## src/hdl/oru_pkg.sv

```systemverilog
// Shared types and constants of the occupancy ray update unit.
`timescale 1ns / 1ps
`default_nettype none
package oru_pkg;

	localparam int CoordW = 12;
	localparam int ErrW = 14;

	typedef logic signed [CoordW-1:0] coord_t;
	typedef logic signed [ErrW-1:0] err_t;
	typedef logic signed [15:0] q78_t;
	typedef logic [7:0] count_t;
	typedef logic [1:0] status_t;
	typedef logic [2:0] reg_index_t;

	localparam status_t StatusApplied = 2'd0;
	localparam status_t StatusSkipped = 2'd1;
	localparam status_t StatusRead = 2'd2;

	localparam reg_index_t RegSensorX = 3'd0;
	localparam reg_index_t RegSensorY = 3'd1;
	localparam reg_index_t RegHitDelta = 3'd2;
	localparam reg_index_t RegMissDelta = 3'd3;
	localparam reg_index_t RegClampLow = 3'd4;
	localparam reg_index_t RegClampHigh = 3'd5;

	localparam q78_t OneQ78 = 16'sd256;

	typedef struct packed {
		logic start;
		coord_t start_x;
		coord_t start_y;
		coord_t end_x;
		coord_t end_y;
	} ray_req_t;

	typedef struct packed {
		logic valid;
		logic last;
		coord_t x;
		coord_t y;
	} ray_cell_t;

endpackage
`default_nettype wire

```

## src/hdl/oru_sat_add.sv

```systemverilog
// Saturating Q7.8 adder shared by every cell update.
`timescale 1ns / 1ps
`default_nettype none
module oru_sat_add (
	input wire oru_pkg::q78_t cur_value,
	input wire oru_pkg::q78_t delta,
	input wire oru_pkg::q78_t clamp_low,
	input wire oru_pkg::q78_t clamp_high,
	output oru_pkg::q78_t sum
);
	import oru_pkg::*;

	logic signed [16:0] wide;

	always_comb begin
		wide = 17'(cur_value) + 17'(delta);
		priority if (wide < 17'(clamp_low)) begin
			sum = clamp_low;
		end else if (wide > 17'(clamp_high)) begin
			sum = clamp_high;
		end else begin
			sum = q78_t'(wide);
		end
	end

endmodule
`default_nettype wire

```

## config.mk

```make
export PLATFORM = sky130hd
export DESIGN_NAME = oru_sat_add
export DESIGN_NICKNAME = d
export VERILOG_FILES = /design/src/hdl/oru_pkg.sv /design/src/hdl/oru_sat_add.sv
export SDC_FILE = /design/constraint.sdc
export NUM_CORES = 1
export LEC_CHECK = 0
export ABC_AREA = 1
export CORE_ASPECT_RATIO = 0.9
export CORE_MARGIN = 2
export CORE_UTILIZATION = 40
export DETAILED_ROUTE_END_ITERATION = 7
export DONT_BUFFER_PORTS = 1
export PLACE_DENSITY = 0.56
export SETUP_SLACK_MARGIN = 0.4
export SLEW_MARGIN = 20
export SYNTH_ARGS = -nofsm -noshare
export SYNTH_HDL_FRONTEND = slang
export SYNTH_SLANG_ARGS = --single-unit
```

## constraint.sdc

```tcl
create_clock -name vclk -period 4.5
set_input_delay 0.675 -clock vclk [all_inputs]
set_output_delay 0.675 -clock vclk [all_outputs]
set_load 0.005 [all_outputs]
```

# Word level (Yosys, flattened, before mapping)
# Cells that the tools add are included.
[totals]
register_bits = 0
in_bits = 64
out_inout_bits = 16
word_cells = 5
[op_classes]
n_addsub = 1
magnitude_cmp = 2
mux = 2
[op_table]
columns = ["cell", "n"]
rows = [
  ["two-way mux 16 bit", 2],
  ["adder 16 x 16 -> 17 bit", 1],
  ["> comparator 17 x 16 -> 1 bit", 1],
  ["less-than comparator 17 x 16 -> 1 bit", 1],
]

# Logic depth before layout (Yosys ltp)
[depth]
depth_word = 4
depth_mapped = 25
depth_no_buf = 24

# Worst setup path after synthesis
# No wires, ideal clock.
[synth_timing]
kind = "input to output"
startpoint = "in cur_value[0]"
endpoint = "out sum[8]"
t_arrival_ns = 3.234
t_required_ns = 3.825
path_slack_ns = 0.591
stages = 23
n_path_buf = 1
cell_sequence = "ha_1 inv_1 fa_1 inv_1 nand3_1 nand3_1 nand3_1 nand3_1 a21oi_1 xor2_1 ha_1 nand2_1 inv_2 nand2_1 nand2_1 a21oi_2 nand4_4 nand2_4 buf_6 nand2_1 nand2_1 nand2_1 nand2_1"
[synth_via]
elab_chain_len = 4
word_cells_on_any_way = 5
cone_classes = "add/sub (1); order compare (2); mux (2)"
[synth_rtl]
columns = ["item", "line_no", "source"]
rows = [
  ["start: declaration", "oru_sat_add.sv:5", "input wire oru_pkg::q78_t cur_value,"],
  ["adder 16 x 16 -> 17 bit (*)", "oru_sat_add.sv:16", "wide = 17'(cur_value) + 17'(delta);"],
  ["> comparator 17 x 16 -> 1 bit", "oru_sat_add.sv:19", "end else if (wide > 17'(clamp_high)) begin"],
  ["two-way mux 16 bit", "oru_sat_add.sv:19", ""],
  ["two-way mux 16 bit (*)", "oru_sat_add.sv:17", "priority if (wide < 17'(clamp_low)) begin"],
  ["end: declaration", "oru_sat_add.sv:9", "output oru_pkg::q78_t sum"],
]
# Every way passes the cells marked *; elsewhere a longest branch is shown, timed or not.

# Final worst setup path
[layout_timing]
startpoint = "in cur_value[2]"
endpoint = "out sum[7]"
# The elaborated chain is that of the path after synthesis.

==> metrics.txt <==
startpoint types=input pin; Rel. slew slack=65.5%; drt pass-1 iters=4; Worst Path Arrival=3.35 ns; Seq cells=0; register area share after synthesis=0%; YS warnings=0; Tcrit/Tclk final=between 80% and 90%; register area=0 um2; DP Wirelength=5.51 mm; DRC viols=0; Worst EP required=about 3.8 ns; worst hold path class=in2out; Die H=between 70 and 80 um; CP dominant cell by count=nand2_1; Diodes inserted=0; share of the synthesized area in the top cell type=between 30% and 40%; Max stage delay on crit path=approximately 0.31 ns; # clk buffers=0; Tmin final=4.02 ns; Finish-stage setup viols=0; port bufs=0; placed cell areas=approximately 2400 um2; crit path capture type=output port; hold path depth=2; CP endpoint=sum[7]; FILL cells=603; Layout area overhead=29.8%; Pleak=approximately 1.8 nW; utilization after layout=a little over half; number of global-route vias before repair=between 2000 and 2500; Chip Width=85.2 um; worst hold slack=approximately 1.5 ns; max-capacitance violation count=0; pin slew with the least headroom to its limit=approximately 0.51 ns; Tot Pwr=846 uW; Final Hold Violating Endpoints=0; CP max-delay cell=or2_2; Setup CP Type=in2out; DP Worst Slack=between 0.15 and 0.2 ns; mapped cell area=about 2400 um2; final WL=between 7 and 8 mm; status=finished clean; Yosys cell types=30; final setup margin=0.477 ns; Power Dens Cells=approximately 270 nW/um2; Critical Path Fanout Max=8; vias per cell=between 5 and 6; placement row count=26; post-route cell area=between 3000 and 4000 um2; Routed Antenna Nets=0; cells along the critical path=ha_4 -> or2_2 -> and2_1 -> nand3_1 -> nand4_1 -> nand2_2 -> inv_1 -> ha_1 -> nand2_2 -> inv_2 -> nand2_1 -> nand2_1 -> a21oi_4 -> nand4_4 -> buf_6 -> nand3_1 -> nand2_1 -> nand2_1 -> nand2_1; initial antenna violation count=0; Core Area=5690 um2; share of post-route cells with drive strength above 1=23.4%; die area=between 6000 and 7000 um2; fin cells=528; final slew viol count=0; synth top area cells=nand2_1 (30%), ha_1 (26%), inv_1 (12%); via count=about 2700; GRT Util Overall=between 15 and 20%; largest net degree at the start of global routing=17; Syn Nets=560; global-route wire length before repair=around 11 mm; IO Count=80; Worst Setup SP=cur_value[2]; DRT iter0 DRCs=~130; GRT Residual Overflow=0; syn avg cell area=5.33 um2; area of the multi-input gates=between 2000 and 3000 um2; routability cong.=0.899; Initial Util=roughly two fifths; Worst IR Drop VDD=around 0.00022 V; leading area contributor after synthesis=nand2_1; Nets=about 570; Fmax=249 MHz; Setup TNS=0 ns; DP Cell Count=roughly 510; unrepaired setup endpoints after global routing=true; Gate Count Post-Synth=446; routed len/inst=~13 um
[worst max-delay path: cells and delay by family]
kind,cells,cell delay [ns]
AOI/OAI and AO/OA,1,0.23
adders and majority gates,2,0.54
buffers and inverters,3,0.35
and+or+nand+nor,13,1.56
[synth_stat cells (2+ instances only)]
| library cell | instances |
|---|---|
| inv_2 | 4 |
| xor2_1 | 5 |
| ha_1 | 49 |
| nand4_1 | 6 |
| nand2_1 | 192 |
| inv_1 | 78 |
| nor2_1 | 22 |
| nand2_4 | 3 |
| a21o_1 | 2 |
| nor3_1 | 5 |
| a21oi_1 | 20 |
| buf_6 | 2 |
| xnor2_1 | 3 |
| buf_4 | 3 |
| nand3_1 | 37 |
[metal layers]
layer,track usage (%),part of all wire [%]
met5,0,0
met4,1.11,1.2
met3,1.83,7.0
met2,34.1,49
met1,26.6,43
[cell type report]
class,instances,share of cell area (%)
Inverter,84,10.5
Tap cell,70,2.84
Multi-Input combinational cell,360,82.2
Timing Repair Buffer,14,4.46
[worst min path at each step]
stage | start | endpoint
3_3_place_gp | clamp_low[12] | sum[12]
3_5_place_dp | clamp_low[9] | sum[9]
6_report | clamp_low[12] | sum[12]
2_1_floorplan | clamp_low[10] | sum[10]
4_1_cts | clamp_low[9] | sum[9]
5_1_grt | clamp_low[7] | sum[7]
[cells in the final DEF (no fill, tap or decap), types with 5 or more instances in the layout]
cell and instances:
nand2_1 169, ha_4 16, nor2_1 17, a21oi_1 12
a21oi_2 8, nand3_2 5, inv_2 7, buf_4 10
nand4_1 6, nor2_2 5, ha_1 31, inv_1 75
nand2_2 23, nand3_1 29
[logic make-up after synthesis]
kind of cell,synth area share [%]
simple gates,49.0
buf+inv,15.3
fa+ha+maj,26.6
compound gates,6.11
xor+xnor,2.95
[where the power goes]
| group | total, mW | internal (mW) | switching (mW) |
|---|---|---|---|
| Combinational | 0.846 | 0.338 | 0.508 |
| Clock | 0 | 0 | 0 |
| Sequential | 0 | 0 | 0 |
[timing repair]
item | in CTS | in global routing
gates cloned | 3 | 0
endpoints found under the hold margin | 0 | 0
gates resized for setup | 22 | 75
setup endpoints to repair | 16 | 16
buffers inserted | 7 | 6
pin swaps | 11 | 23
hold buffers | 0 | 0
No activity file was read; power rests on OpenSTA's default activity.
