[src/hdl/oru_pkg.sv]
// Shared types and constants of the occupancy ray update unit.
`timescale 1ns / 1ps
`default_nettype none
package oru_pkg;

	localparam int CoordW = 12;
	localparam int ErrW = 14;

	typedef logic signed [CoordW-1:0] coord_t;
	typedef logic signed [ErrW-1:0] err_t;
	typedef logic signed [15:0] q78_t;
	typedef logic [7:0] count_t;
	typedef logic [1:0] status_t;
	typedef logic [2:0] reg_index_t;

	localparam status_t StatusApplied = 2'd0;
	localparam status_t StatusSkipped = 2'd1;
	localparam status_t StatusRead = 2'd2;

	localparam reg_index_t RegSensorX = 3'd0;
	localparam reg_index_t RegSensorY = 3'd1;
	localparam reg_index_t RegHitDelta = 3'd2;
	localparam reg_index_t RegMissDelta = 3'd3;
	localparam reg_index_t RegClampLow = 3'd4;
	localparam reg_index_t RegClampHigh = 3'd5;

	localparam q78_t OneQ78 = 16'sd256;

	typedef struct packed {
		logic start;
		coord_t start_x;
		coord_t start_y;
		coord_t end_x;
		coord_t end_y;
	} ray_req_t;

	typedef struct packed {
		logic valid;
		logic last;
		coord_t x;
		coord_t y;
	} ray_cell_t;

endpackage
`default_nettype wire

[src/hdl/oru_line_walker.sv]
// Bresenham line stepper that emits one ray cell per cycle.
`timescale 1ns / 1ps
`default_nettype none
module oru_line_walker (
	input wire clk,
	input wire arst_n,
	input wire oru_pkg::ray_req_t req,
	output oru_pkg::ray_cell_t cur_cell,
	output logic busy
);
	import oru_pkg::*;

	coord_t cx_q;
	coord_t cy_q;
	coord_t ex_q;
	coord_t ey_q;
	err_t dx_q;
	err_t dy_q;
	err_t err_q;
	logic x_neg_q;
	logic y_neg_q;
	logic active_q;

	coord_t diff_x;
	coord_t diff_y;
	err_t abs_dx;
	err_t abs_dy;
	err_t e2;
	err_t err_next;
	logic step_x;
	logic step_y;
	logic at_end;

	always_comb begin
		diff_x = req.end_x - req.start_x;
		diff_y = req.end_y - req.start_y;
		abs_dx = (diff_x < 0) ? -err_t'(diff_x) : err_t'(diff_x);
		abs_dy = (diff_y < 0) ? -err_t'(diff_y) : err_t'(diff_y);
		at_end = (cx_q == ex_q) && (cy_q == ey_q);
		e2 = err_q <<< 1;
		step_x = (e2 >= dy_q);
		step_y = (e2 <= dx_q);
		err_next = err_q + (step_x ? dy_q : err_t'(0)) + (step_y ? dx_q : err_t'(0));
		cur_cell.valid = active_q;
		cur_cell.last = at_end;
		cur_cell.x = cx_q;
		cur_cell.y = cy_q;
		busy = active_q;
	end

	always_ff @(posedge clk or negedge arst_n) begin
		if (!arst_n) begin
			active_q <= 1'b0;
		end else if (req.start) begin
			active_q <= 1'b1;
		end else if (active_q && at_end) begin
			active_q <= 1'b0;
		end
	end

	always_ff @(posedge clk) begin
		if (req.start) begin
			cx_q <= req.start_x;
			cy_q <= req.start_y;
			ex_q <= req.end_x;
			ey_q <= req.end_y;
			dx_q <= abs_dx;
			dy_q <= -abs_dy;
			err_q <= abs_dx - abs_dy;
			x_neg_q <= !(req.start_x < req.end_x);
			y_neg_q <= !(req.start_y < req.end_y);
		end else if (active_q && !at_end) begin
			err_q <= err_next;
			if (step_x) begin
				cx_q <= x_neg_q ? cx_q - coord_t'(1) : cx_q + coord_t'(1);
			end
			if (step_y) begin
				cy_q <= y_neg_q ? cy_q - coord_t'(1) : cy_q + coord_t'(1);
			end
		end
	end

endmodule
`default_nettype wire

[config.mk]
export PLATFORM = sky130hd
export DESIGN_NAME = oru_line_walker
export DESIGN_NICKNAME = d
export VERILOG_FILES = /design/src/hdl/oru_pkg.sv /design/src/hdl/oru_line_walker.sv
export SDC_FILE = /design/constraint.sdc
export NUM_CORES = 1
export LEC_CHECK = 0
export BUFFER_PORTS_ARGS = -buffer_cell sky130_fd_sc_hd__buf_2
export CAP_MARGIN = 20
export CORE_ASPECT_RATIO = 1.1
export CORE_MARGIN = 2
export CORE_UTILIZATION = 30
export CTS_CLUSTER_DIAMETER = 60
export DETAILED_ROUTE_END_ITERATION = 8
export PLACE_DENSITY = 0.52
export SETUP_SLACK_MARGIN = 0.15
export SYNTH_ARGS = -nofsm -noshare
export SYNTH_HDL_FRONTEND = slang
export SYNTH_SLANG_ARGS = --single-unit
[constraint.sdc]
create_clock -name clk -period 4.5 [get_ports clk]
set_input_delay 0.675 -clock clk [delete_from_list [all_inputs] [get_ports clk]]
set_output_delay 0.675 -clock clk [all_outputs]
set_load 0.01 [all_outputs]
Word level (Yosys, flattened, before mapping). Index checks and enable logic that the tools add are counted.

Register bits after elaboration: 93. Bits in latches: 0. Memory bits (writable): 0. Memory bits (read-only): 0. Word-level logic and storage cells: 58. Memories kept: 0.

Add/sub/neg operators: 12. $mul: 0. Div/mod/pow operators: 0. Order comparisons: 6. Equal/unequal tests: 2. Shifts and indexed selects: 0. Muxes and demuxes: 16. Bitwise logic cells: 0. Reductions and logical operators: 12.

Operators with widths (number): two-way mux 12 bit (8); two-way mux 14 bit (6); adder 14 bit (2); negation 12 -> 14 bit (2); adder 12 x 2 -> 12 bit (second input constant) (2); == test 12 bit (2); less-than comparator 12 x 1 -> 1 bit (second input constant) (2); less-than comparator 12 bit (2); subtractor 12 bit (2); subtractor 12 x 2 -> 12 bit (second input constant) (2); greater-or-equal comparator 14 bit (1); <= comparator 14 bit (1); negation 14 bit (1); subtractor 14 bit (1); nonzero test 2 bit (4); AND reduction 2 bit (2); logical AND 1 bit (3); zero test 1 bit (3); two-way mux 1 bit (2).

Logic depth before layout (Yosys ltp). Gate-level depths: netlist (run 1).

Depth in word-level cells: 6. Gate-level depth with buffers: 22.

Least setup slack after synthesis (run 1). Ideal clock, no wire load.

Path kind: input port to flip-flop. From: input req[41] in the netlist's numbering. To: register err_q[11] (data pin). Library setup time: 0.272 ns. Data arrival time: 4.500 ns. Required time: 4.228 ns. Slack: -0.272 ns. Cell stages on the path: 21. Buffers on the path: 1. Path through: inv_1 -> ha_1 -> inv_2 -> o31a_1 -> a211o_1 -> a31oi_1 -> xnor2_1 -> clkbuf_1 -> nor2_1 -> a21oi_1 -> ha_1 -> nor2b_1 -> o21ai_0 -> a21oi_1 -> o21ai_0 -> nand2b_1 -> a21o_1 -> a41o_1 -> o41ai_1 -> xor2_1 -> mux2i_1.

Longest elaborated chain between the ends: 5.

RTL lines: start, declared (RTL line oru_line_walker.sv:7) `input wire oru_pkg::ray_req_t req,`; subtractor 12 bit (RTL line oru_line_walker.sv:35) `diff_x = req.end_x - req.start_x;`; less-than comparator 12 x 1 -> 1 bit (RTL line oru_line_walker.sv:37) `abs_dx = (diff_x < 0) ? -err_t'(diff_x) : err_t'(diff_x);`; two-way mux 14 bit (RTL line oru_line_walker.sv:37); net abs_dx[1] (RTL line oru_line_walker.sv:26) `err_t abs_dx;`; subtractor 14 bit (RTL line oru_line_walker.sv:69) `err_q <= abs_dx - abs_dy;`; two-way mux 14 bit (RTL line oru_line_walker.sv:62) `if (req.start) begin`; end signal, assigned (RTL line oru_line_walker.sv:69); end signal, assigned (RTL line oru_line_walker.sv:73) `err_q <= err_next;`; end, declared (RTL line oru_line_walker.sv:19) `err_t err_q;`.

The timed path passes the listed nets, and every way through them passes these cells. A chain may end at the register's enable or synchronous reset.

Worst setup path in the final report (run 1).
From: register err_q[11]. To: register err_q[9] (data pin).

Longest elaborated chain between the ends: 6.

RTL lines: greater-or-equal comparator 14 bit (RTL line oru_line_walker.sv:41) `step_x = (e2 >= dy_q);`; two-way mux 14 bit (RTL line oru_line_walker.sv:43) `err_next = err_q + (step_x ? dy_q : err_t'(0)) + (step_y ? dx_q : err_t'(0));`; adder 14 bit (RTL line oru_line_walker.sv:43); adder 14 bit * (RTL line oru_line_walker.sv:43); two-way mux 14 bit * (RTL line oru_line_walker.sv:72) `end else if (active_q && !at_end) begin`; two-way mux 14 bit * (RTL line oru_line_walker.sv:62).

Mark *: on every way between the ends. The rest lies on a longest branch, timed or not. The select of a mux whose other input is x is not followed.

==> results.json, run 1 <==
{
  "run_status": "complete, no violations",
  "fin_tns_setup_ns": 0,
  "syn_to_final_growth_pct": 32.8,
  "drv_slew": 0,
  "wl_mm": 22.6,
  "drc": 0,
  "hold_viol": 0,
  "tritoncts": "yes",
  "dieArea_mm2": 0.0292,
  "synthMuxAreaShare": 0.0112,
  "synth_compound_area_frac": 0.160,
  "nNetsFinal": 1258,
  "finalPower_mw": 8.29,
  "async_reset_ff_frac": 0.0109,
  "irDropWorstVdd_mv": 0.610,
  "synthSimpleGateAreaFrac": 0.146,
  "antenna_cells": 0,
  "cts_hold_buf": 0,
  "synthXorXnorAreaFrac": 0.113,
  "relSlewSlack": 0.436,
  "hold_class": "in -> async",
  "clock_tree.buffer_depth": 2,
  "synth-edff-count": 91,
  "root_buffer": "clkbuf_16",
  "synth-seq-area-share": 0.330,
  "postSynthCellCount": 872,
  "synth_top_area_cell": "edfxtp_1",
  "synthFlopType": "edfxtp_1",
  "clk_pin_slew_ns": 0.07,
  "yosysUniqueCellTypes": 76,
  "drive_gt1_frac": 0.310,
  "setup_viol": 0,
  "cts-htree-levels": 3,
  "viasPerCell": 4.81,
  "fin_crit_sh": 0.959,
  "die_y_um": 179,
  "synth_top_family_by_area": "adder cells",
  "p_per_area_mw_per_mm2": 747,
  "num_vias": 7025,
  "overflow": 0,
  "grt_use_total": 0.156,
  "antenna_left": 0,
  "synth_warnings": 0,
  "clk_latency_ns": 0.36,
  "yosys.area.top_type_share": 0.327,
  "synthAdderAreaFrac": 0.187,
  "numCtsBuffers": 9,
  "critPathArrivalTime_ns": 4.41,
  "clock_sinks": 92,
  "setup.worst_path.class": "reg -> reg",
  "antenna_found_initial": 0,
  "min_period_ns": 4.32,
  "gp_congestion": 0.859,
  "synth_area_mm2": 0.00836,
  "grt_max_degree": 66,
  "cp-start-kind": "flop",
  "drt_pre_antenna_iters": 5,
  "tightest_slew_ns": 0.845,
  "worstPathRequired_ns": 4.59,
  "drv_cap": 0,
  "p_leak_nw": 4.87,
  "r2r_slack_ns": 0.18,
  "synth-seq-cells": 92,
  "grt_pass1_vias": 7012,
  "fin_cells": 1461,
  "syn_avg_cell_area_um2": 9.59,
  "hpwlAfterDp_mm": 18.1,
  "grt_first_pass_wirelength_mm": 35.9,
  "io_pins": 78,
  "rsz0062_at_grt": "yes",
  "crit_fanout": 5,
  "fin_skew_ns": 0.0163,
  "drt_iter0_markers": 369,
  "io_buffers": 77,
  "row_count": 64,
  "final_core_util": 0.402,
  "core-area_mm2": 0.0276,
  "start_util": 0.303,
  "die_w_um": 163,
  "timing.fmax_ghz": 0.232,
  "dp_cells": 1418,
  "drt-wirelength-per-cell_um": 15.4,
  "synth_area_leaders": "edfxtp_1 (33%), ha_1 (14%), xnor2_1 (6.1%)",
  "cp-end-kind": "flop"
}
[critical path, stage by stage (launching register included)]
cell	delay, ns
edfxtp_1	0.45
ha_1	0.33
nand4_1	0.19
nor2_1	0.15
o31ai_1	0.08
buf_4	0.14
a221oi_4	0.27
buf_6	0.16
nor2_1	0.05
fa_1	0.44
ha_2	0.20
fa_2	0.38
a21o_1	0.18
a21oi_2	0.14
o21bai_1	0.09
a21oi_2	0.19
o21ai_1	0.09
a21oi_2	0.15
buf_4	0.13
xnor2_1	0.06
nor2_1	0.13
a21oi_1	0.06
[repair_timing]
action                                  4_1_cts  5_1_grt
setup buffers                                15       12
endpoints found under the setup margin        5        5
gates resized for setup                      28       64
pin swaps                                    25       29
[cells by family (layout without fill, tap and decap cells)]
kind of cell / Yosys count / after routing
AO/OA/AOI/OAI: 197 / 197
XOR/XNOR: 101 / 101
adder cells (fa/ha/maj): 114 / 114
buffers and inverters: 113 / 338
flip-flops: 92 / 92
multiplexers: 9 / 9
other: 1 / 2
AND/OR/NAND/NOR: 245 / 245
[layout by cell type, fill, tap and decap left out, types with 13 or more instances in the layout]
| cell | netlist | final |
|---|---|---|
| xnor2_1 | 58 | 54 |
| edfxtp_1 | 91 | 91 |
| xor2_1 | 37 | 35 |
| buf_4 | 2 | 145 |
| nand3_1 | 20 | 19 |
| o21ai_0 | 43 | 35 |
| and2_1 | 16 | 13 |
| fa_1 | 18 | 16 |
| ha_1 | 96 | 84 |
| a21oi_2 | 1 | 14 |
| nand2_1 | 56 | 56 |
| buf_2 | 1 | 69 |
| inv_1 | 92 | 86 |
| nor2_1 | 70 | 68 |
| a21oi_1 | 51 | 36 |
[path summary, 6_finish.rpt]
check | start | endpoint | depth (start not counted)
max | err_q[11]$_DFFE_PP_ | err_q[9]$_DFFE_PP_ | 21
min | arst_n | busy$_DFFE_PN0P_ | 1
max reg2reg | err_q[11]$_DFFE_PP_ | err_q[9]$_DFFE_PP_ | 21
min reg2reg | busy$_DFFE_PN0P_ | busy$_DFFE_PN0P_ | 2
max in group asynchronous | arst_n | busy$_DFFE_PN0P_ | 1
min in group clk | req[18] | ex_q[6]$_DFFE_PP_ | 1
[where the power goes]
| part | switching, mW | internal (mW) | leakage, nW |
|---|---|---|---|
| logic | 2.87 | 2.96 | 3.80 |
| clock network | 0.355 | 0.490 | 0.148 |
| registers | 0.250 | 1.37 | 0.920 |
| total | 3.48 | 4.82 | 4.87 |
[registers in the layout, indices dropped and copies added (netlist names)]
name / flops
dx_q: 14
dy_q: 14
err_q: 13
cx_q: 12
cy_q: 12
ex_q: 12
ey_q: 12
busy: 1
x_neg_q: 1
y_neg_q: 1
[synth_stat cells, drive strengths merged (11+ instances only)]
cell type	number
a21o	12
a21oi	52
and2	17
clkbuf	14
edfxtp	91
fa	18
ha	96
inv	95
nand2	56
nand2b	11
nand3	21
nand4	11
nor2	71
nor3	13
o21ai	47
o31ai	13
xnor2	61
xor2	40
[per-layer routing]
layer,part of all wire,vias to the layer above,track usage
met5,0,-,0
met2,0.48,114,0.265
met3,0.033,18,0.0194
met1,0.47,3337,0.209
met4,0.017,0,0.0439
li1,-,3556,-
[per-stage QoR]
step | area [um2] | hold slack (ns) | worst slack, ns
global placement | 10200 | 0.452 | -0.504
finish | 11100 | 0.0864 | 0.182
detailed placement | 10200 | 0.454 | -0.527
floorplan | 8470 | 0.379 | 0.149
global route | 11100 | 0.0830 | -0.00178
CTS | 10700 | 0.0796 | 0.146
[layout make-up]
class	count	area, um2
clock buffers	9	225
well taps	363	454
clock inverters	7	100
fillers	2742	16500
multi-input cells	668	5620
inverters	95	359
repair buffers	227	1590
flip-flops and latches	92	2760
Note: power is estimated with default switching activity, not from simulation.
==> run 2: changes to the inputs <==
- RECOVER_POWER: not set -> 50
==> results.json, run 2 (same netlist as run 1, synthesis figures left out) <==
{
  "run_status": "complete, but fails checks",
  "violations": "max-capacitance violations, max-slew violations",
  "clk_latency_ns": 0.36,
  "die_y_um": 179,
  "hold_class": "in -> async",
  "grt_use_total": 0.156,
  "grt_max_degree": 66,
  "fin_skew_ns": 0.0164,
  "startpoint": "req[16]",
  "netSwitchingPower_mw": 3.48,
  "drv_cap": 1,
  "io_buffers": 77,
  "clk_pin_slew_ns": 0.07,
  "setup_viol": 0,
  "post-place-ws_ns": -0.527,
  "numCtsBuffers": 9,
  "grt_pass1_vias": 7012,
  "syn_to_final_growth_pct": 31.9,
  "clock_sinks": 92,
  "drt-wirelength-per-cell_um": 15.5,
  "cts-htree-levels": 3,
  "drc": 0,
  "final_cell_mix": "buf_4 (142), edfxtp_1 (91), inv_1 (86)",
  "p_per_area_mw_per_mm2": 750,
  "r2r_slack_ns": 0.18,
  "grtUsageMet3": 0.0194,
  "overflow": 0,
  "cts_hold_buf": 0,
  "seq_area_mm2": 0.00276,
  "timing.fmax_ghz": 0.232,
  "dieArea_mm2": 0.0292,
  "nNetsFinal": 1258,
  "drive_gt1_frac": 0.268,
  "place_area_mm2": 0.0102,
  "drt_iter0_markers": 384,
  "cp-start-kind": "primary input",
  "clkPwrFrac": 0.102,
  "layout.cells.most_common": "buf_4",
  "grt.met1_usage": 0.209,
  "fin_hold_ws_ns": 0.0867,
  "num_vias": 7034,
  "min_period_ns": 4.32,
  "seqPwrFrac": 0.196,
  "crit_fanout": 4,
  "tritoncts": "yes",
  "die_w_um": 163,
  "r2r-end": "err_q[9]$_DFFE_PP_",
  "grt-busiest-layer": "met2",
  "reg2regPathDepth": 21,
  "p_leak_nw": 4.73,
  "postLayoutCellArea_mm2": 0.0110,
  "nFillCells": 2767,
  "hpwlAfterDp_mm": 18.1,
  "fin_crit_sh": 0.960,
  "hold_viol": 0,
  "antenna_found_initial": 0,
  "clock_tree.buffer_depth": 2,
  "viasPerCell": 4.81,
  "start_util": 0.303,
  "grt_first_pass_wirelength_mm": 35.9,
  "grt_util_met2": 0.265,
  "multi_input_area_mm2": 0.00562,
  "relSlewSlack": -0.946,
  "drv_slew": 65,
  "antenna_left": 0,
  "comb_power_share": 0.702,
  "setup.worst_path.class": "in -> reg",
  "wl_mm": 22.6,
  "power.internal_mw": 4.79,
  "fin_ws_ns": 0.181,
  "worstPathRequired_ns": 4.59,
  "row_count": 64,
  "core-area_mm2": 0.0276,
  "final_core_util": 0.399,
  "antenna_cells": 0,
  "drt_pre_antenna_iters": 5,
  "reg_top3": "dx_q x14, dy_q x14, err_q x13",
  "netSwitchingFraction": 0.421,
  "io_pins": 78,
  "gp_congestion": 0.859,
  "cp-end-kind": "flop",
  "critPathArrivalTime_ns": 4.41,
  "root_buffer": "clkbuf_16",
  "tightest_slew_ns": 2.92,
  "irDropWorstVdd_mv": 0.610,
  "reg2reg_from": "err_q[11]$_DFFE_PP_",
  "rsz0062_at_grt": "yes"
}
## run 2: worst max path at each step
stage,depth (start not counted),slack (ns),to
floorplan,21,0.15,err_q[11]$_DFFE_PP_
global placement,21,-0.50,err_q[11]$_DFFE_PP_
detailed placement,21,-0.53,err_q[11]$_DFFE_PP_
CTS,20,0.15,err_q[12]$_DFFE_PP_
global route,20,-0.03,err_q[11]$_DFFE_PP_
finish,20,0.18,err_q[11]$_DFFE_PP_
## run 2: area by class of cell
type	instances	share of cell area
Clock inverter	7	0.00907
Sequential cell	92	0.250
Clock buffer	9	0.0204
Inverter	95	0.0326
Timing Repair Buffer	227	0.137
Multi-Input combinational cell	668	0.509
Tap cell	363	0.0412
## run 2: stage by stage
stage,std cells,setup TNS (ns),power (mW)
after detailed placement,1418,-1.56,6.57
after CTS,1449,0,7.92
after floorplan,873,0,4.85
final,1461,0,8.27
after global routing,1461,-0.0270,9.01
after global placement,1418,-1.40,6.53
## run 2: critical path, cell delays in order
cell	delay (ns)
clkbuf_1	0.15
ha_4	0.30
nor2_1	0.04
o31a_1	0.25
a211o_1	0.32
a31oi_4	0.25
xnor2_4	0.21
nor2_4	0.08
a21oi_4	0.19
ha_1	0.26
nor2b_4	0.13
o21ai_2	0.15
a21oi_2	0.08
o21ai_1	0.13
nand2b_1	0.09
a21o_1	0.21
a41o_1	0.22
o41ai_2	0.32
xor2_1	0.25
mux2i_1	0.11
## run 2: metal layers
layer,share of wire,vias up,routed length [um]
met4,0.017,0,379
met5,0,-,0
met2,0.48,125,10800
met1,0.47,3339,10600
met3,0.034,17,766
li1,-,3553,-
## run 2: timing repair
action | CTS | global route
gates resized for setup | 28 | 64
buffers inserted | 15 | 12
pin swaps | 25 | 29
setup endpoints to repair | 5 | 5
## run 2: power groups by stage
stage	combinational [mW]	sequential (mW)	clock, mW
final	5.81	1.62	0.845
after global routing	6.47	1.66	0.885
after detailed placement	4.92	1.64	0
after floorplan	3.23	1.62	0
after global placement	4.89	1.64	0
after CTS	5.44	1.62	0.857
